`config.mk`:
```
export PLATFORM = sky130hd
export DESIGN_NAME = clint_csr
export DESIGN_NICKNAME = d
export VERILOG_FILES = /design/src/rtl/clint_pkg.sv /design/src/rtl/clint_csr.sv
export SDC_FILE = /design/constraint.sdc
export NUM_CORES = 1
export LEC_CHECK = 0
export BUFFER_PORTS_ARGS = -buffer_cell sky130_fd_sc_hd__clkbuf_2
export CAP_MARGIN = 20
export CELL_PAD_IN_SITES_DETAIL_PLACEMENT = 1
export CELL_PAD_IN_SITES_GLOBAL_PLACEMENT = 2
export CORE_ASPECT_RATIO = 0.6
export CORE_MARGIN = 3
export CORE_UTILIZATION = 38
export DETAILED_ROUTE_END_ITERATION = 10
export GPL_TIMING_DRIVEN = 0
export PLACE_DENSITY = 0.95
export SYNTH_ARGS = -nofsm -noshare
export SYNTH_HDL_FRONTEND = slang
export SYNTH_SLANG_ARGS = --single-unit
```
`constraint.sdc`:
```
create_clock -name clk -period 10.8 [get_ports clk]
set_input_delay 2.16 -clock clk [delete_from_list [all_inputs] [get_ports clk]]
set_output_delay 2.16 -clock clk [all_outputs]
set_load 0.1 [all_outputs]
```
`src/rtl/clint_pkg.sv`:
```
// Shared types, codes and constants of the core-local timer interruptor.
// Used by clint_decode, clint_csr and the top level through scoped names; depends on nothing.

package clint_pkg;

    // Default geometry and register offsets of the device window.
    localparam int DEVICE_BYTES_DEF = 65536;
    localparam int SOFT_WORD_AT_DEF = 0;
    localparam int COMPARE_AT_DEF   = 16384;
    localparam int COUNTER_AT_DEF   = 49144;

    // Device base address after reset.
    localparam logic [31:0] DEVICE_BASE_RESET = 32'h0200_0000;

    // Bits of a word index taken from a 32-bit byte offset.
    localparam int WORD_IDX_W = 30;

    typedef enum logic [1:0] {
        OP_READ,
        OP_WRITE,
        OP_TICK,
        OP_CHECK
    } clint_op_t;

    typedef enum logic [1:0] {
        SZ_BYTE,
        SZ_HALF,
        SZ_WORD,
        SZ_NONE
    } clint_size_t;

    typedef enum logic [1:0] {
        ST_OK,
        ST_LOAD_MISALIGNED,
        ST_STORE_MISALIGNED
    } clint_status_t;

    // One of the two words touched by an access.
    typedef struct packed {
        logic [WORD_IDX_W-1:0] idx;
        logic                  ok;
        logic [3:0]            be;
        logic [31:0]           data;
    } clint_word_t;

    // What the read stage needs to assemble a read value.
    typedef struct packed {
        logic       lo_odd;
        logic       lo_ok;
        logic       hi_ok;
        logic [1:0] lane;
        logic [3:0] mask;
        logic       rd_ok;
    } clint_rd_meta_t;

    // Register-word values that replace the memory data on a read.
    typedef struct packed {
        logic        lo_hit;
        logic        hi_hit;
        logic [31:0] lo_val;
        logic [31:0] hi_val;
    } clint_ovr_t;

    // Interrupt flags reported with a result.
    typedef struct packed {
        logic timer_pending;
        logic software_pending;
        logic interrupt_taken;
        logic interrupt_cause;
    } clint_flags_t;

    // Byte-lane merge of new data into an old word.
    function automatic logic [31:0] merge_bytes(logic [31:0] old_word, logic [31:0] data,
                                                logic [3:0] be);
        logic [31:0] r;
        r = old_word;
        for (int i = 0; i < 4; i++) begin
            if (be[i]) begin
                r[i*8 +: 8] = data[i*8 +: 8];
            end
        end
        return r;
    endfunction

endpackage

```
`src/rtl/clint_csr.sv`:
```
// Timer and software registers held next to the store, tick and interrupt check.
// Depends on clint_pkg.

module clint_csr #(
    parameter int DEVICE_BYTES = clint_pkg::DEVICE_BYTES_DEF,
    parameter int SOFT_WORD_AT = clint_pkg::SOFT_WORD_AT_DEF,
    parameter int COMPARE_AT   = clint_pkg::COMPARE_AT_DEF,
    parameter int COUNTER_AT   = clint_pkg::COUNTER_AT_DEF
) (
    input  logic                    clk,
    input  logic                    rst_n,
    input  logic                    accept,
    input  clint_pkg::clint_op_t    opcode,
    input  clint_pkg::clint_word_t  lo,
    input  clint_pkg::clint_word_t  hi,
    input  logic                    global_enable,
    input  logic                    soft_enable,
    input  logic                    timer_enable,
    output clint_pkg::clint_ovr_t   ovr,
    output clint_pkg::clint_flags_t flags
);

    localparam int WORDS = DEVICE_BYTES / 4;
    localparam int IW    = clint_pkg::WORD_IDX_W;

    localparam logic [IW-1:0] SOFT_IDX   = IW'(SOFT_WORD_AT / 4);
    localparam logic [IW-1:0] CMP_LO_IDX = IW'(COMPARE_AT / 4);
    localparam logic [IW-1:0] CMP_HI_IDX = IW'(COMPARE_AT / 4 + 1);
    localparam logic [IW-1:0] CNT_LO_IDX = IW'(COUNTER_AT / 4);
    localparam logic [IW-1:0] CNT_HI_IDX = IW'(COUNTER_AT / 4 + 1);
    localparam bit            CNT_LO_IN  = (COUNTER_AT / 4) < WORDS;
    localparam bit            CNT_HI_IN  = (COUNTER_AT / 4 + 1) < WORDS;

    logic [31:0] soft_reg, soft_next;
    logic [31:0] cmp_lo_reg, cmp_lo_next;
    logic [31:0] cmp_hi_reg, cmp_hi_next;
    logic [31:0] cnt_lo_reg, cnt_lo_next;
    logic [31:0] cnt_hi_reg, cnt_hi_next;
    logic        tp_reg, tp_next;
    logic        sp_reg, sp_next;
    logic        cause_reg, cause_next;

    logic [63:0] cnt_inc;
    logic        cnt_ge;
    logic        soft_one;
    logic        take_soft;
    logic        take_timer;
    logic        taken;
    logic        is_tick;

    // Bus write into one register word; a register outside the window never matches.
    function automatic logic [31:0] word_write(logic [31:0] old_word, logic [IW-1:0] idx,
                                               clint_pkg::clint_word_t w_lo,
                                               clint_pkg::clint_word_t w_hi);
        logic [31:0] r;
        r = old_word;
        if (w_lo.ok && (w_lo.idx == idx)) begin
            r = clint_pkg::merge_bytes(r, w_lo.data, w_lo.be);
        end
        if (w_hi.ok && (w_hi.idx == idx)) begin
            r = clint_pkg::merge_bytes(r, w_hi.data, w_hi.be);
        end
        return r;
    endfunction

    // Current value of a register word for a read that lands on it.
    function automatic logic [31:0] word_read(logic [IW-1:0] idx, logic [31:0] soft_w,
                                              logic [31:0] cmp_lo_w, logic [31:0] cmp_hi_w,
                                              logic [31:0] cnt_lo_w, logic [31:0] cnt_hi_w);
        logic [31:0] r;
        r = 32'h0;
        if (idx == SOFT_IDX) begin
            r = soft_w;
        end else if (idx == CMP_LO_IDX) begin
            r = cmp_lo_w;
        end else if (idx == CMP_HI_IDX) begin
            r = cmp_hi_w;
        end else if (idx == CNT_LO_IDX) begin
            r = cnt_lo_w;
        end else if (idx == CNT_HI_IDX) begin
            r = cnt_hi_w;
        end
        return r;
    endfunction

    function automatic logic is_reg_word(clint_pkg::clint_word_t w);
        return w.ok && ((w.idx == SOFT_IDX) || (w.idx == CMP_LO_IDX) ||
                        (w.idx == CMP_HI_IDX) || (w.idx == CNT_LO_IDX) ||
                        (w.idx == CNT_HI_IDX));
    endfunction

    // Read substitution for register words.
    always_comb
    begin
        ovr.lo_hit = is_reg_word(lo);
        ovr.hi_hit = is_reg_word(hi);
        ovr.lo_val = word_read(lo.idx, soft_reg, cmp_lo_reg, cmp_hi_reg, cnt_lo_reg, cnt_hi_reg);
        ovr.hi_val = word_read(hi.idx, soft_reg, cmp_lo_reg, cmp_hi_reg, cnt_lo_reg, cnt_hi_reg);
    end

    // Bus writes, counter tick and pending flags.
    always_comb
    begin
        is_tick  = opcode == clint_pkg::OP_TICK;
        cnt_inc  = {cnt_hi_reg, cnt_lo_reg} + 64'd1;
        cnt_ge   = cnt_inc >= {cmp_hi_reg, cmp_lo_reg};
        soft_one = soft_reg == 32'd1;

        soft_next   = word_write(soft_reg, SOFT_IDX, lo, hi);
        cmp_lo_next = word_write(cmp_lo_reg, CMP_LO_IDX, lo, hi);
        cmp_hi_next = word_write(cmp_hi_reg, CMP_HI_IDX, lo, hi);
        cnt_lo_next = word_write(cnt_lo_reg, CNT_LO_IDX, lo, hi);
        cnt_hi_next = word_write(cnt_hi_reg, CNT_HI_IDX, lo, hi);
        if (is_tick && CNT_LO_IN) begin
            cnt_lo_next = cnt_inc[31:0];
        end
        if (is_tick && CNT_HI_IN) begin
            cnt_hi_next = cnt_inc[63:32];
        end

        tp_next = is_tick ? cnt_ge : tp_reg;
        sp_next = sp_reg | (is_tick & soft_one);
    end

    // Interrupt check, software ahead of timer.
    always_comb
    begin
        take_soft  = global_enable && soft_one && soft_enable;
        take_timer = global_enable && !take_soft && tp_reg && timer_enable;
        taken      = (opcode == clint_pkg::OP_CHECK) && (take_soft || take_timer);
        cause_next = taken ? take_timer : cause_reg;

        flags.timer_pending    = tp_next;
        flags.software_pending = sp_next;
        flags.interrupt_taken  = taken;
        flags.interrupt_cause  = cause_next;
    end

    always_ff @(posedge clk or negedge rst_n)
    begin
        if (!rst_n) begin
            soft_reg   <= 32'h0;
            cmp_lo_reg <= 32'h0;
            cmp_hi_reg <= 32'h0;
            cnt_lo_reg <= 32'h0;
            cnt_hi_reg <= 32'h0;
            tp_reg     <= 1'b0;
            sp_reg     <= 1'b0;
            cause_reg  <= 1'b0;
        end else if (accept) begin
            soft_reg   <= soft_next;
            cmp_lo_reg <= cmp_lo_next;
            cmp_hi_reg <= cmp_hi_next;
            cnt_lo_reg <= cnt_lo_next;
            cnt_hi_reg <= cnt_hi_next;
            tp_reg     <= tp_next;
            sp_reg     <= sp_next;
            cause_reg  <= cause_next;
        end
    end

endmodule

```
==> results.yml <==
drt:
  drt_iter0_drc: 2909
  antenna_left: 0
  wl_per_cell_um: 34.6
  drc_errors: 0
  vias: 18600
  wl_mm: 90.6
  firstDrtPassIters: 7
  viasPerCell: 7.10
yosys:
  synth-seq-cells: 163
  ys.flop_type: "dfrtp_1"
  syn_nets: 2042
  synth_area_leaders: "dfrtp_1 27%, mux2i_1 8.7%, a221o_1 5.5%"
  yosysTopAreaCell: "dfrtp_1"
  syn_area_mm2: 0.0152
  post-synth-top-count-cell: "dfrtp_1"
  seq_area_frac_synth_pct: 26.9
  synthArstFlopShare_pct: 100
  syn_area_per_cell_um2: 8.27
  synth_top_area_share_pct: 26.9
  synth_cells: 1835
  yosysUniqueCellTypes: 70
  yosys-top-cells-count: "163 x dfrtp_1, 135 x nor2_1, 132 x mux2i_1"
  synth-edff-count: 0
  ys.warnings.count: 0
worst_setup_path:
  critPathBufInv: 3
  crit_family: "simple AND/OR/NAND/NOR gates"
  regToRegSetupSlack_ns: 4.92
  slowest_stage: "nor4_1"
  slowest_delay_ns: 0.86
  cp-end-kind: "output pin"
  arrival_ns: 6.90
  cp.required_ns: 8.64
  worstSetupPathType: "register to output pin"
  path_cells: "ha_1 > and4_1 > nand2_1 > or4_1 > clkbuf_1 > nor3_2 > xor2_1 > ha_1 > nand4_1 > nor4_1 > nand2_1 > nor4_1 > a211oi_1 > a21oi_1 > buf_4 > clkbuf_2"
  cp_max_fo: 9
  start_kind: "register"
power_and_ir_drop:
  cellPowerDensity_mw_per_mm2: 107
  ir_drop_uv: 69.7
  p_leak_nw: 8.56
clock_network:
  htree_num_levels: 4
  ctsHoldBuffers: 0
  clk_latency_ns: 0.49
  clockBufferDepth: 2
  clkTransAtPathRegs_ns: 0.08
  cts_resized: 0
  cts.sinks: 163
  cts_buffers: 17
  root_buffer: "clkbuf_16"
  cts_tree: "yes"
  cts_setup_buffers: 0
grt:
  grt_overflow: 0
  grt_pass1_wl_mm: 128
  antenna_found_initial: 6
  track_usage_pct: 41.4
  grt_pass1_vias: 18300
  grt_start_max_net_pins: 85
sta:
  rsz0062_at_grt: "no"
  tightest_slew_ns: 1.34
  setup_ws_ns: 1.74
  setup_viol: 0
  slew_headroom_pct: 10.5
  fin_crit_sh_pct: 83.9
  fmax_mhz: 110
  maxSlewViolCount: 0
  finalHoldViolCount: 0
  fin_crit_ns: 9.06
  finalSetupTns_ns: 0
  skew_ns: 0.0105
floorplan:
  die_area_mm2: 0.0424
  start_util_pct: 38.7
  io_pins: 212
  rows: 56
  core_mm2: 0.0392
  chipWidth_um: 264
  dieHeight_um: 161
final_layout:
  drive_above_1_share_pct: 17.1
  fin_nets: 2286
  antennaDiodeCount: 0
  area_growth_pct: 16.6
  instances_no_fill: 2614
flow_run:
  cap_viol_max_count: 0
placed_design:
  io_buffers: 206
  placed_cells: 2575
  dpl_worst_slack_ns: 2.18
  dp_hpwl_mm: 66.7
  routabilityCongestion: 1.03
hold_path:
  hold_path_class: "register to register"
status:
  status: "completed"
[report_power, final]
group	switching, mW	internal [mW]
registers	0.0193	0.635
logic	0.370	0.167
clock network	0.347	0.355
total	0.737	1.16
[through the flow]
step / instance area [um^2] / utilization, % / power, mW / hold slack, ns
3_5_place_dp: 17000 / 43.4 / 1.17 / 0.489
6_report: 17700 / 45.1 / 1.89 / 0.503
4_1_cts: 17600 / 44.9 / 1.85 / 0.506
5_1_grt: 17700 / 45.1 / 1.93 / 0.533
3_3_place_gp: 16900 / 43.0 / 1.15 / 0.475
2_1_floorplan: 15200 / - / 0.955 / 0.466
[layout by cell type, fill, tap and decap left out, drive strengths merged, types with 15 or more instances in the layout]
cell type	instances
a31oi	25
mux2i	132
a211o	30
and2	58
a21oi	130
o221ai	22
nor2	135
o221a	32
and3	23
o21a	36
nand2b	34
a22oi	18
nor3	32
o22ai	19
nand4	55
xor2	39
o21ai	111
a221o	84
buf	71
nand2	88
clkbuf	334
o211ai	15
xnor2	23
nand3	41
ha	65
dfrtp	163
inv	98
nor4	52
[cell families (layout without fill, tap and decap cells)]
logic type                 count (synthesis)  after routing  share of synthesized area (%)
DFF                                      163            163                           26.9
buffers and inverters                    254            511                           6.98
adders and majority gates                 65             65                           5.36
and+or+nand+nor                          561            561                           20.1
muxes                                    132            132                           8.71
AOI/OAI and AO/OA                        598            598                           28.4
xor gates and xnor gates                  62             62                           3.58
[per-layer routing]
| layer | vias up | share of wire [%] | wire length [um] | GRT usage (%) |
|---|---|---|---|---|
| met4 | 6 | 5.5 | 5000 | 19.9 |
| met5 | - | 0.044 | 40 | 0 |
| met3 | 317 | 15 | 13400 | 16.1 |
| li1 | 7474 | - | - | - |
| met2 | 1512 | 39 | 35400 | 56.7 |
| met1 | 9246 | 41 | 36800 | 56.5 |
[final cells by class]
type / count / area, um^2
Timing Repair Buffer: 225 / 1250
Tap cell: 522 / 653
Buffer: 162 / 714
Inverter: 92 / 345
Fill cell: 4827 / 21500
Clock buffer: 18 / 439
Multi-Input combinational cell: 1418 / 10000
Sequential cell: 163 / 4080
Clock inverter: 14 / 166
[worst paths after layout]
kind                             endpoint          start  depth (start not counted)
max                              flags[3]  cnt_lo_reg[0]                         16
min                                sp_reg         sp_reg                          1
max reg2reg                        tp_reg  cnt_lo_reg[0]                         14
min reg2reg                        sp_reg         sp_reg                          1
max in group asynchronous   cmp_hi_reg[0]          rst_n                          2
min in group asynchronous  cnt_hi_reg[10]          rst_n                          1
Note: power is estimated with default switching activity, not from simulation.
