--- src/rtl/clint_pkg.sv ---
// Shared types, codes and constants of the core-local timer interruptor.
// Used by clint_decode, clint_csr and the top level through scoped names; depends on nothing.

package clint_pkg;

    // Default geometry and register offsets of the device window.
    localparam int DEVICE_BYTES_DEF = 65536;
    localparam int SOFT_WORD_AT_DEF = 0;
    localparam int COMPARE_AT_DEF   = 16384;
    localparam int COUNTER_AT_DEF   = 49144;

    // Device base address after reset.
    localparam logic [31:0] DEVICE_BASE_RESET = 32'h0200_0000;

    // Bits of a word index taken from a 32-bit byte offset.
    localparam int WORD_IDX_W = 30;

    typedef enum logic [1:0] {
        OP_READ,
        OP_WRITE,
        OP_TICK,
        OP_CHECK
    } clint_op_t;

    typedef enum logic [1:0] {
        SZ_BYTE,
        SZ_HALF,
        SZ_WORD,
        SZ_NONE
    } clint_size_t;

    typedef enum logic [1:0] {
        ST_OK,
        ST_LOAD_MISALIGNED,
        ST_STORE_MISALIGNED
    } clint_status_t;

    // One of the two words touched by an access.
    typedef struct packed {
        logic [WORD_IDX_W-1:0] idx;
        logic                  ok;
        logic [3:0]            be;
        logic [31:0]           data;
    } clint_word_t;

    // What the read stage needs to assemble a read value.
    typedef struct packed {
        logic       lo_odd;
        logic       lo_ok;
        logic       hi_ok;
        logic [1:0] lane;
        logic [3:0] mask;
        logic       rd_ok;
    } clint_rd_meta_t;

    // Register-word values that replace the memory data on a read.
    typedef struct packed {
        logic        lo_hit;
        logic        hi_hit;
        logic [31:0] lo_val;
        logic [31:0] hi_val;
    } clint_ovr_t;

    // Interrupt flags reported with a result.
    typedef struct packed {
        logic timer_pending;
        logic software_pending;
        logic interrupt_taken;
        logic interrupt_cause;
    } clint_flags_t;

    // Byte-lane merge of new data into an old word.
    function automatic logic [31:0] merge_bytes(logic [31:0] old_word, logic [31:0] data,
                                                logic [3:0] be);
        logic [31:0] r;
        r = old_word;
        for (int i = 0; i < 4; i++) begin
            if (be[i]) begin
                r[i*8 +: 8] = data[i*8 +: 8];
            end
        end
        return r;
    endfunction

endpackage

--- src/rtl/clint_decode.sv ---
// Address decode: byte offset, alignment check, lane placement and bank routing.
// Depends on clint_pkg.

module clint_decode #(
    parameter int DEVICE_BYTES = clint_pkg::DEVICE_BYTES_DEF
) (
    input  logic [31:0]                           device_base,
    input  clint_pkg::clint_op_t                  opcode,
    input  logic [31:0]                           address,
    input  clint_pkg::clint_size_t                size_code,
    input  logic [31:0]                           write_data,
    output clint_pkg::clint_word_t                lo,
    output clint_pkg::clint_word_t                hi,
    output clint_pkg::clint_rd_meta_t             meta,
    output clint_pkg::clint_status_t              status,
    output logic [$clog2(DEVICE_BYTES/8)-1:0]     even_row,
    output logic [$clog2(DEVICE_BYTES/8)-1:0]     odd_row,
    output logic [3:0]                            even_be,
    output logic [3:0]                            odd_be,
    output logic [31:0]                           even_wdata,
    output logic [31:0]                           odd_wdata
);

    localparam int WORDS = DEVICE_BYTES / 4;
    localparam int ROWS  = WORDS / 2;
    localparam int ROW_W = $clog2(ROWS);
    localparam int IW    = clint_pkg::WORD_IDX_W;

    logic [31:0]   offset;
    logic [1:0]    lane;
    logic [IW-1:0] w0;
    logic [IW-1:0] w1;
    logic [IW-1:0] even_word;
    logic [IW-1:0] odd_word;
    logic [3:0]    size_mask;
    logic          misaligned;
    logic          access;
    logic          wr;
    logic          lo_ok;
    logic          hi_ok;
    logic [7:0]    pair_be;
    logic [63:0]   pair_data;

    // Access width and alignment on the full address.
    always_comb
    begin
        unique case (size_code)
            clint_pkg::SZ_BYTE:
            begin
                size_mask  = 4'b0001;
                misaligned = 1'b0;
            end
            clint_pkg::SZ_HALF:
            begin
                size_mask  = 4'b0011;
                misaligned = address[0];
            end
            clint_pkg::SZ_WORD:
            begin
                size_mask  = 4'b1111;
                misaligned = |address[1:0];
            end
            clint_pkg::SZ_NONE:
            begin
                size_mask  = 4'b0000;
                misaligned = 1'b0;
            end
        endcase
    end

    // The access covers the low word of the offset and possibly the next one.
    always_comb
    begin
        offset    = address - device_base;
        lane      = offset[1:0];
        w0        = offset[31:2];
        w1        = w0 + IW'(1);
        access    = !misaligned && (size_mask != 4'b0000);
        wr        = (opcode == clint_pkg::OP_WRITE) && access;
        lo_ok     = w0 < IW'(WORDS);
        hi_ok     = w1 < IW'(WORDS);
        pair_be   = {4'b0000, size_mask} << lane;
        pair_data = {32'h0, write_data} << {lane, 3'b000};

        lo.idx  = w0;
        lo.ok   = lo_ok;
        lo.be   = (wr && lo_ok) ? pair_be[3:0] : 4'b0000;
        lo.data = pair_data[31:0];
        hi.idx  = w1;
        hi.ok   = hi_ok;
        hi.be   = (wr && hi_ok) ? pair_be[7:4] : 4'b0000;
        hi.data = pair_data[63:32];

        meta.lo_odd = w0[0];
        meta.lo_ok  = lo_ok;
        meta.hi_ok  = hi_ok;
        meta.lane   = lane;
        meta.mask   = size_mask;
        meta.rd_ok  = (opcode == clint_pkg::OP_READ) && access;

        if (misaligned && (opcode == clint_pkg::OP_READ)) begin
            status = clint_pkg::ST_LOAD_MISALIGNED;
        end else if (misaligned && (opcode == clint_pkg::OP_WRITE)) begin
            status = clint_pkg::ST_STORE_MISALIGNED;
        end else begin
            status = clint_pkg::ST_OK;
        end
    end

    // Even words live in one bank and odd words in the other.
    always_comb
    begin
        even_word  = w0[0] ? w1 : w0;
        odd_word   = w0[0] ? w0 : w1;
        even_row   = even_word[ROW_W:1];
        odd_row    = odd_word[ROW_W:1];
        even_be    = w0[0] ? hi.be : lo.be;
        odd_be     = w0[0] ? lo.be : hi.be;
        even_wdata = w0[0] ? hi.data : lo.data;
        odd_wdata  = w0[0] ? lo.data : hi.data;
    end

endmodule

--- config.mk ---
export PLATFORM = sky130hd
export DESIGN_NAME = clint_decode
export DESIGN_NICKNAME = d
export VERILOG_FILES = /design/src/rtl/clint_pkg.sv /design/src/rtl/clint_decode.sv
export SDC_FILE = /design/constraint.sdc
export NUM_CORES = 1
export LEC_CHECK = 0
export CAP_MARGIN = 30
export CORE_AREA = 5 5 130 132
export DETAILED_ROUTE_END_ITERATION = 8
export DIE_AREA = 0 0 135 137
export DONT_BUFFER_PORTS = 1
export SLEW_MARGIN = 5
export SYNTH_ARGS = -nofsm -noshare
export SYNTH_HDL_FRONTEND = slang
export SYNTH_SLANG_ARGS = --single-unit
--- constraint.sdc ---
create_clock -name vclk -period 12.1
set_input_delay 0 -clock vclk [all_inputs]
set_output_delay 0 -clock vclk [all_outputs]
set_load 0.02 [all_outputs]
==> results of run 1 <==
[how the worst min path moves through the flow]
stage                     slack [ns]       from       to
final                           0.08  opcode[0]  meta[0]
after detailed placement        0.08  opcode[0]  meta[0]
after floorplan                 0.08  opcode[0]  meta[0]
after CTS                       0.08  opcode[0]  meta[0]
after global placement          0.09  opcode[0]  meta[0]
after global routing            0.09  opcode[0]  meta[0]
[power groups by stage]
stage | clock network (mW) | logic, mW | registers, mW
6_report | 0 | 0.591 | 0
5_1_grt | 0 | 0.632 | 0
4_1_cts | 0 | 0.593 | 0
3_5_place_dp | 0 | 0.591 | 0
3_3_place_gp | 0 | 0.591 | 0
2_1_floorplan | 0 | 0.493 | 0
[cells by family (layout without fill, tap and decap cells)]
| logic type | Yosys count | in the layout | share of synthesized area |
|---|---|---|---|
| fa+ha+maj | 37 | 37 | 0.09314 |
| simple gates | 323 | 323 | 0.3007 |
| buf+inv | 163 | 102 | 0.1370 |
| other cells | 1 | 9 | 0.0007424 |
| xor+xnor | 77 | 77 | 0.1335 |
| compound gates | 214 | 214 | 0.2774 |
| mux | 27 | 27 | 0.05747 |
[cell usage after synthesis, types with 9 or more instances]
library cell,count,share of area
nand3_1,23,0.023
ha_1,36,0.089
clkbuf_1,35,0.026
o21ai_0,62,0.061
mux2i_1,11,0.022
inv_1,93,0.069
xnor2_1,45,0.078
a22o_1,16,0.028
nand2_1,126,0.094
mux2_2,16,0.036
a21oi_1,55,0.054
buf_4,19,0.028
o21a_1,9,0.013
nor3_1,10,0.0099
nand4_1,15,0.019
nor2_1,88,0.065
buf_1,9,0.0067
xor2_1,32,0.055
[metrics by stage]
stage / std cells / hold WS [ns]
finish: 1005 / 0.08317
global route: 1005 / 0.08845
CTS: 1005 / 0.08442
detailed placement: 1005 / 0.08462
global placement: 1003 / 0.08629
floorplan: 850 / 0.07979
[final cells by class]
class                      instances  share of cell area
inverter                          93             0.06870
multi-input combinational        687              0.8658
tap                              216             0.05319
timing repair buffer               9             0.01231
[metal layers]
metal  global-route usage  part of all wire
met1               0.2279              0.37
met2               0.4016              0.53
met3              0.03860             0.080
met4              0.02912             0.016
met5                    0                 0
==> key figures, run 1 <==
Drt
  • WL/cell: 21.06 um
  • Via count: ~5700
  • # DRC: 0
  • Final ANT Viol Nets: 0
  • Routed WL: 21160 um
  • Drt via density: 5.703
  • Drt initial violations: 333
  • TritonRoute pass-1 iters: 5

Placement
  • Final HPWL DP: 17890 um
  • DP Area: 5081 um2
  • Pre-CTS setup slack: ~7 ns
  • Routability cong.: roughly 0.92
  • Port Buf Inserts: 0

GRT
  • Overall global routing resource usage: 0.2028
  • Initial antenna violation count: 0
  • Grt total ovfl: 0
  • Number of global-route vias before repair: 5150
  • First-pass GRT wire length: 30290 um
  • Pin count of the biggest net entering global routing: 96

Timing
  • Max_slew headroom: 0.3307
  • F_max: 198.0 MHz
  • Tightest Pin Transition: 1.001 ns
  • Max Slew Vio Count: 0
  • Final hold vios: 0
  • Setup TNS: 0 ns
  • Final worst-path setup slack: 7.048 ns
  • Fin crit share: 0.4175
  • Setup-failing EPs final: 0
  • Minimum clock period: 5.052 ns
  • RSZ-0062 raised after global routing: no

Pwr
  • Int Pwr: 0.1310 mW
  • Combinational fraction of design power: 1.000
  • Sequential power share: 0
  • PnR Total Power: slightly below 0.6 mW
  • Leakage: 2.329 nW
  • Net Switching: approximately 0.46 mW
  • Power Density: 116.4 nW/um2
  • Max rail drop VDD: 0.00003705 V
  • Clock power share: 0
  • Switching Share: 0.7785

Setup path
  • Worst path depth: 15
  • Buf/Inv on CP: 1
  • CP cell instances: inv_1 > ha_1 > fa_2 > nand2b_1 > a211oi_2 > nor2_1 > xnor2_1 > nand4_1 > nor2_1 > nand3_1 > or3_1 > a21oi_1 > o2111ai_1 > a221o_1 > nor3b_1
  • CP Capture Type: output pin
  • Critical path required time: 12.10 ns
  • Slowest-stage cell, CP: xnor2_1
  • Setup crit start kind: input port
  • Crit path from: address[0]
  • CP Class: in2out
  • CP delay by family, top: simple AND/OR/NAND/NOR gates
  • Arrival time worst endpoint: ~5.1 ns
  • Worst Path Max Fanout: 10
  • CP endpoint: hi[32]
  • CP most frequent cell: nor2_1
  • Slowest stage delay, CP: 0.77 ns

Die
  • Chip Width: 135 um
  • Area of the die: 18500 um2
  • # rows: 46
  • Core Footprint: ~16000 um2
  • Die Y: 137 um
  • Starting Density: 0.3238
  • IO Count: 344

Finish
  • Storage cell area: 0 um2
  • # diodes: 0
  • Seq Cell Count: 0
  • Commonest non-fill, non-tap cell in the layout: nand2_1
  • Area occupied by multi-input gates: 4399 um2
  • Area Overhead vs Synth: 0.5944%
  • Most frequent cells in the layout: nand2_1 (126), inv_1 (93), nor2_1 (88), o21ai_0 (62), a21oi_1 (55)
  • Layout cells sized above 1: 0.05703
  • Clock buffers: 0
  • Post-route cell area: 5081 um2
  • Fillers: roughly 1800
  • Core Util, Final: 0.3258
  • Final #Nets: 928

Logic synthesis
  • Ys Warns: 0
  • Synth Instances: 842
  • Count of different cell masters after synthesis: 68
  • Post-Syn Area: 5051 um2
  • Seq/Total Area, Yosys: 0
  • Syn_area_per_cell: 5.999 um2

Clock network
  • CTS resizes: 0
  • Post-CTS Setup Bufs: 0
  • Post-cts hold buffer count: 0

Job
  • Max-Cap Viols: 0

Outcome
  • Status: finished clean

Worst hold path
  • Worst Hold Class: in2out
  • Hold path depth: 1
(Power assumes the default switching activity.)
==> run 2, diff against run 1 <==
clock period = 5 ns   (was 12.1 ns; I/O delays follow)
==> run 2 against run 1 <==
Core utilization up 1.7 points. Routed wire length is essentially flat. Clock-buffer cell count is the same. Sequential share of layout area unchanged. Via count is 2.2% higher. Combinational power is 150% higher. Global-route usage about the same. Die area is the same.
==> key figures, run 2 (same netlist as run 1, synthesis figures left out) <==
Placement
  • Routability cong.: 0.9365 (+2.0%)
  • Port Buf Inserts: 0 (unchanged)
  • Final HPWL DP: 18070 um (+1.0%)

GRT
  • First-pass GRT wire length: 30260 um (-0.12%)
  • Pin count of the biggest net entering global routing: 104 (+8.3%)
  • Initial antenna violation count: 0 (unchanged)
  • Overall global routing resource usage: 0.2029 (about the same)
  • Grt total ovfl: 0 (unchanged)
  • Number of global-route vias before repair: 5329 (+3.5%)

Finish
  • Clock buffers: 0 (unchanged)
  • Fillers: 1756 (+0.29%)
  • Commonest non-fill, non-tap cell in the layout: nand2_1
  • Core Util, Final: 0.3426 (+0.01685)
  • # diodes: 0 (unchanged)
  • Storage cell area: 0 um2 (unchanged)
  • Most frequent cells in the layout: nand2_1 (126), inv_1 (93), nor2_1 (88), o21ai_0 (62), a21oi_1 (55)
  • Final #Nets: 960 (+3.4%)
  • Seq Cell Count: 0 (unchanged)
  • Area Overhead vs Synth: 5.796%
  • Layout cells sized above 1: 0.09379 (+0.03675)

Timing
  • Minimum clock period: 4.401 ns
  • Tightest Pin Transition: 0.9552 ns (-0.04532 ns)
  • RSZ-0062 raised after global routing: no
  • Max_slew headroom: 0.3565 (+0.02574)
  • Setup TNS: 0 ns (unchanged)
  • Fin crit share: 0.8802
  • Max Slew Vio Count: 0 (unchanged)
  • Setup-failing EPs final: 0 (unchanged)
  • Final hold vios: 0 (unchanged)
  • F_max: approximately 230 MHz

Die
  • Core Footprint: 15600 um2 (unchanged)
  • Area of the die: 18500 um2 (unchanged)
  • Chip Width: 135 um (unchanged)
  • IO Count: 344 (unchanged)
  • Die Y: 137 um (unchanged)
  • Starting Density: 0.3238 (unchanged)
  • # rows: 46 (unchanged)

Setup path
  • Crit path from: device_base[8]
  • CP Capture Type: output pin
  • Worst Path Max Fanout: 10 (unchanged)
  • CP Class: in2out
  • CP endpoint: hi[32]
  • Setup crit start kind: input port
  • Arrival time worst endpoint: 4.40 ns (-0.65 ns)
  • Critical path required time: 5.00 ns (-7.10 ns)

Pwr
  • Sequential power share: 0 (unchanged)
  • Combinational fraction of design power: 1.000 (about the same)
  • Clock power share: 0 (unchanged)
  • Switching Share: 0.7584 (-0.02003)
  • Net Switching: 1.117 mW (+140%)
  • Max rail drop VDD: 0.00009105 V (+150%)
  • Power Density: 275.7 nW/um2 (+140%)
  • Leakage: 2.501 nW (+7.4%)
  • Int Pwr: 0.3559 mW (+170%)

Drt
  • Final ANT Viol Nets: 0 (unchanged)
  • TritonRoute pass-1 iters: 7 (+2)
  • Drt via density: 5.649 (-0.96%)
  • WL/cell: 20.42 um (-3.0%)
  • # DRC: 0 (unchanged)
  • Via count: 5858 (+2.2%)
  • Drt initial violations: 338 (+1.5%)
  • Routed WL: 21170 um (about the same)

Job
  • Max-Cap Viols: 0 (unchanged)

Worst hold path
  • Worst Hold Class: in2out

Outcome
  • Status: finished clean

Clock network
  • Post-CTS Setup Bufs: 0 (unchanged)
  • Post-cts hold buffer count: 0 (unchanged)
  • CTS resizes: 0 (unchanged)
run 2: area by class of cell:
| cell class | count | area, um2 | area share |
|---|---|---|---|
| multi-input combinational | 687 | 4399 | 0.8232 |
| inverter | 93 | 349.1 | 0.06532 |
| tap | 216 | 270.3 | 0.05057 |
| timing repair buffer | 41 | 325.3 | 0.06088 |
run 2: per-stage QoR:
stage	setup WS (ns)	total power [mW]	instances	area (um2)	hold slack, ns
2_1_floorplan	0.4917	1.192	850	5081	0.07979
3_3_place_gp	0.5675	1.462	1034	5304	0.08706
3_5_place_dp	0.5869	1.468	1036	5316	0.08749
4_1_cts	0.5785	1.472	1036	5316	0.08767
5_1_grt	0.2892	1.575	1037	5344	0.08945
6_report	0.5989	1.473	1037	5344	0.08527
run 2: worst max-delay path, cell delays in order:
cell	delay, ns
inv_1	0.02
ha_1	0.49
nand4_1	0.21
a211oi_1	0.53
nor2_1	0.20
o211ai_1	0.22
buf_4	0.17
a41oi_1	0.19
xnor2_1	0.71
and4_1	0.37
nand3_1	0.13
xor2_1	0.14
nand3_1	0.08
a221o_1	0.50
nor3b_1	0.25
buf_4	0.17
run 2: how the worst min path moves through the flow:
stage,start,to,cells after the start
global route,opcode[0],meta[0],1
floorplan,opcode[0],meta[0],1
detailed placement,opcode[0],meta[0],1
global placement,opcode[0],meta[0],1
finish,opcode[0],meta[0],1
CTS,opcode[0],meta[0],1
run 2: power groups by stage:
stage          registers, mW  clock network, mW  logic [mW]
4_1_cts                    0                  0        1.47
5_1_grt                    0                  0        1.57
2_1_floorplan              0                  0        1.19
3_5_place_dp               0                  0        1.47
6_report                   0                  0        1.47
3_3_place_gp               0                  0        1.46
run 2: layer usage:
layer / part of all wire / track usage / wire length (um) / vias to the layer above
li1: - / - / - / 2821
met4: 0.020 / 0.02856 / 425 / 0
met2: 0.53 / 0.4077 / 11210 / 297
met1: 0.37 / 0.2250 / 7930 / 2717
met3: 0.076 / 0.03640 / 1609 / 23
met5: 0 / 0 / 0 / -
==> run 3, diff against run 2 <==
==> constraint.sdc (replaced) <==
create_clock -name vclk -period 4.62
set_input_delay 0.231 -clock vclk [all_inputs]
set_output_delay 0.231 -clock vclk [all_outputs]
set_load 0.02 [all_outputs]
==> run 3 against run 2 <==
Core utilization rose by 2.7 points. Clock-buffer cell count stayed put. Worst hold slack better by 0.46 ns. Final cell count increased by 5.3%. Setup slack got worse by 0.40 ns. Critical endpoint is now odd_be[0]. First-iteration DRC count increased by 16%. Combinational power rose by 17%. Non-clock buffer count up 55. Die area is the same. Global-route usage up 0.64 points. Routed wire length increased by 4.0%. Sequential share of layout area did not move.
==> key figures, run 3 (same netlist as run 1, synthesis figures left out) <==
Finish
  • Area Overhead vs Synth: 14.14%
  • Commonest non-fill, non-tap cell in the layout: nand2_1
  • Storage cell area: 0 um2 (unchanged)
  • Fillers: 1704 (-3.0%)
  • Layout cells sized above 1: 0.1564 (+0.06260)
  • Area occupied by multi-input gates: 4425 um2 (+0.60%)
  • # diodes: 0 (unchanged)
  • Seq Cell Count: 0 (unchanged)
  • Final #Nets: 1015 (+5.7%)
  • Core Util, Final: 0.3696 (+0.02703)
  • Most frequent cells in the layout: nand2_1 (126), buf_4 (96), inv_1 (93), nor2_1 (88), o21ai_0 (62)
  • Clock buffers: 0 (unchanged)

Setup path
  • Setup crit start kind: input port
  • Arrival time worst endpoint: 4.19 ns (-0.21 ns)
  • Critical path required time: 4.39 ns (-0.61 ns)
  • CP most frequent cell: nor4_4
  • Buf/Inv on CP: 2 (-1)
  • CP delay by family, top: simple AND/OR/NAND/NOR gates
  • Worst Path Max Fanout: 3 (-7)
  • CP cell instances: inv_1 > ha_1 > fa_2 > nand2b_1 > a211oi_2 > o2111ai_2 > a2111oi_4 > nor2_2 > o41a_1 > or3_1 > or4_4 > nor4_4 > nand2_2 > nor4_4 > o2bb2ai_1 > buf_4
  • CP Class: in2out
  • Slowest stage delay, CP: 0.51 ns (-0.20 ns)
  • Slowest-stage cell, CP: or4_4
  • CP Capture Type: output pin

Outcome
  • Status: finished clean

Die
  • Chip Width: 135 um (unchanged)
  • IO Count: 344 (unchanged)
  • Die Y: 137 um (unchanged)
  • # rows: 46 (unchanged)
  • Core Footprint: 15600 um2 (unchanged)
  • Area of the die: 18500 um2 (unchanged)
  • Starting Density: 0.3238 (unchanged)

Timing
  • Final hold vios: 0 (unchanged)
  • Max_slew headroom: 0.3911 (+0.03459)
  • Setup-failing EPs final: 0 (unchanged)
  • Tightest Pin Transition: 0.9134 ns (-0.04179 ns)
  • Max Slew Vio Count: 0 (unchanged)
  • Hold WS: 0.5473 ns (+0.4620 ns)
  • F_max: 226.0 MHz
  • Minimum clock period: 4.425 ns
  • Fin crit share: 0.9579

Drt
  • # DRC: 0 (unchanged)
  • Drt initial violations: 392 (+16%)
  • Final ANT Viol Nets: 0 (unchanged)
  • TritonRoute pass-1 iters: 5 (-2)
  • Drt via density: 5.540 (-1.9%)
  • Routed WL: 22030 um (+4.0%)
  • Via count: 6050 (+3.3%)
  • WL/cell: 20.17 um (-1.2%)

Placement
  • Port Buf Inserts: 0 (unchanged)
  • Final HPWL DP: 18860 um (+4.3%)
  • Routability cong.: 0.9187 (-1.9%)

Clock network
  • Post-cts hold buffer count: 0 (unchanged)

GRT
  • Pin count of the biggest net entering global routing: 97 (-6.7%)
  • First-pass GRT wire length: 31000 um (+2.5%)
  • Number of global-route vias before repair: 5347 (+0.34%)
  • Overall global routing resource usage: 0.2093 (+0.006386)
  • Initial antenna violation count: 0 (unchanged)
  • Grt total ovfl: 0 (unchanged)

Pwr
  • Leakage: 2.761 nW (+10%)
  • PnR Total Power: 1.723 mW (+17%)
  • Max rail drop VDD: 0.0001678 V (+84%)
  • Power Density: 298.8 nW/um2 (+8.4%)

Worst hold path
  • Worst Hold Class: in2out

Job
  • Max-Cap Viols: 0 (unchanged)
## run 3: changes by cell type in the layout (fill, tap and decap cells not counted), sizes merged
cell	delta
buf	+55
## run 3: timing repair
item | CTS | global route
setup buffers | 0 | 1
endpoints found under the hold margin | 0 | 0
gates resized for setup | 0 | 2
setup endpoints to repair | 0 | 9
## run 3: metal layers
metal | GRT usage | up-vias | wire [um]
met4 | 0.04255 | 0 | 585
met5 | 0 | - | 0
met3 | 0.02794 | 28 | 1708
met1 | 0.2400 | 2771 | 8175
met2 | 0.4113 | 326 | 11560
li1 | - | 2925 | -
## run 3: worst paths after layout
path / from / endpoint / cells past startpoint
worst max-delay path: address[0] / odd_be[0] / 16
worst min-delay path: opcode[0] / meta[0] / 1
## run 3: layout make-up
type	instances	share of cell area
inverters	93	0.06055
well taps	216	0.04687
repair buffers	96	0.1250
multi-input cells	687	0.7676
## run 3: per-stage QoR
step                      instances  setup slack (ns)   TNS [ns]  area, um2
final                          1092            0.1947          0       5766
after CTS                      1091            0.1143          0       5747
after global routing           1092         -0.001559  -0.001559       5766
after detailed placement       1091            0.1336          0       5747
after global placement         1091            0.1841          0       5747
after floorplan                 850           0.05171          0       5097
## run 3: where the power goes
group          internal, mW  switching, mW  total (mW)
Combinational         0.486           1.24        1.72
Clock                     0              0           0
Sequential                0              0           0
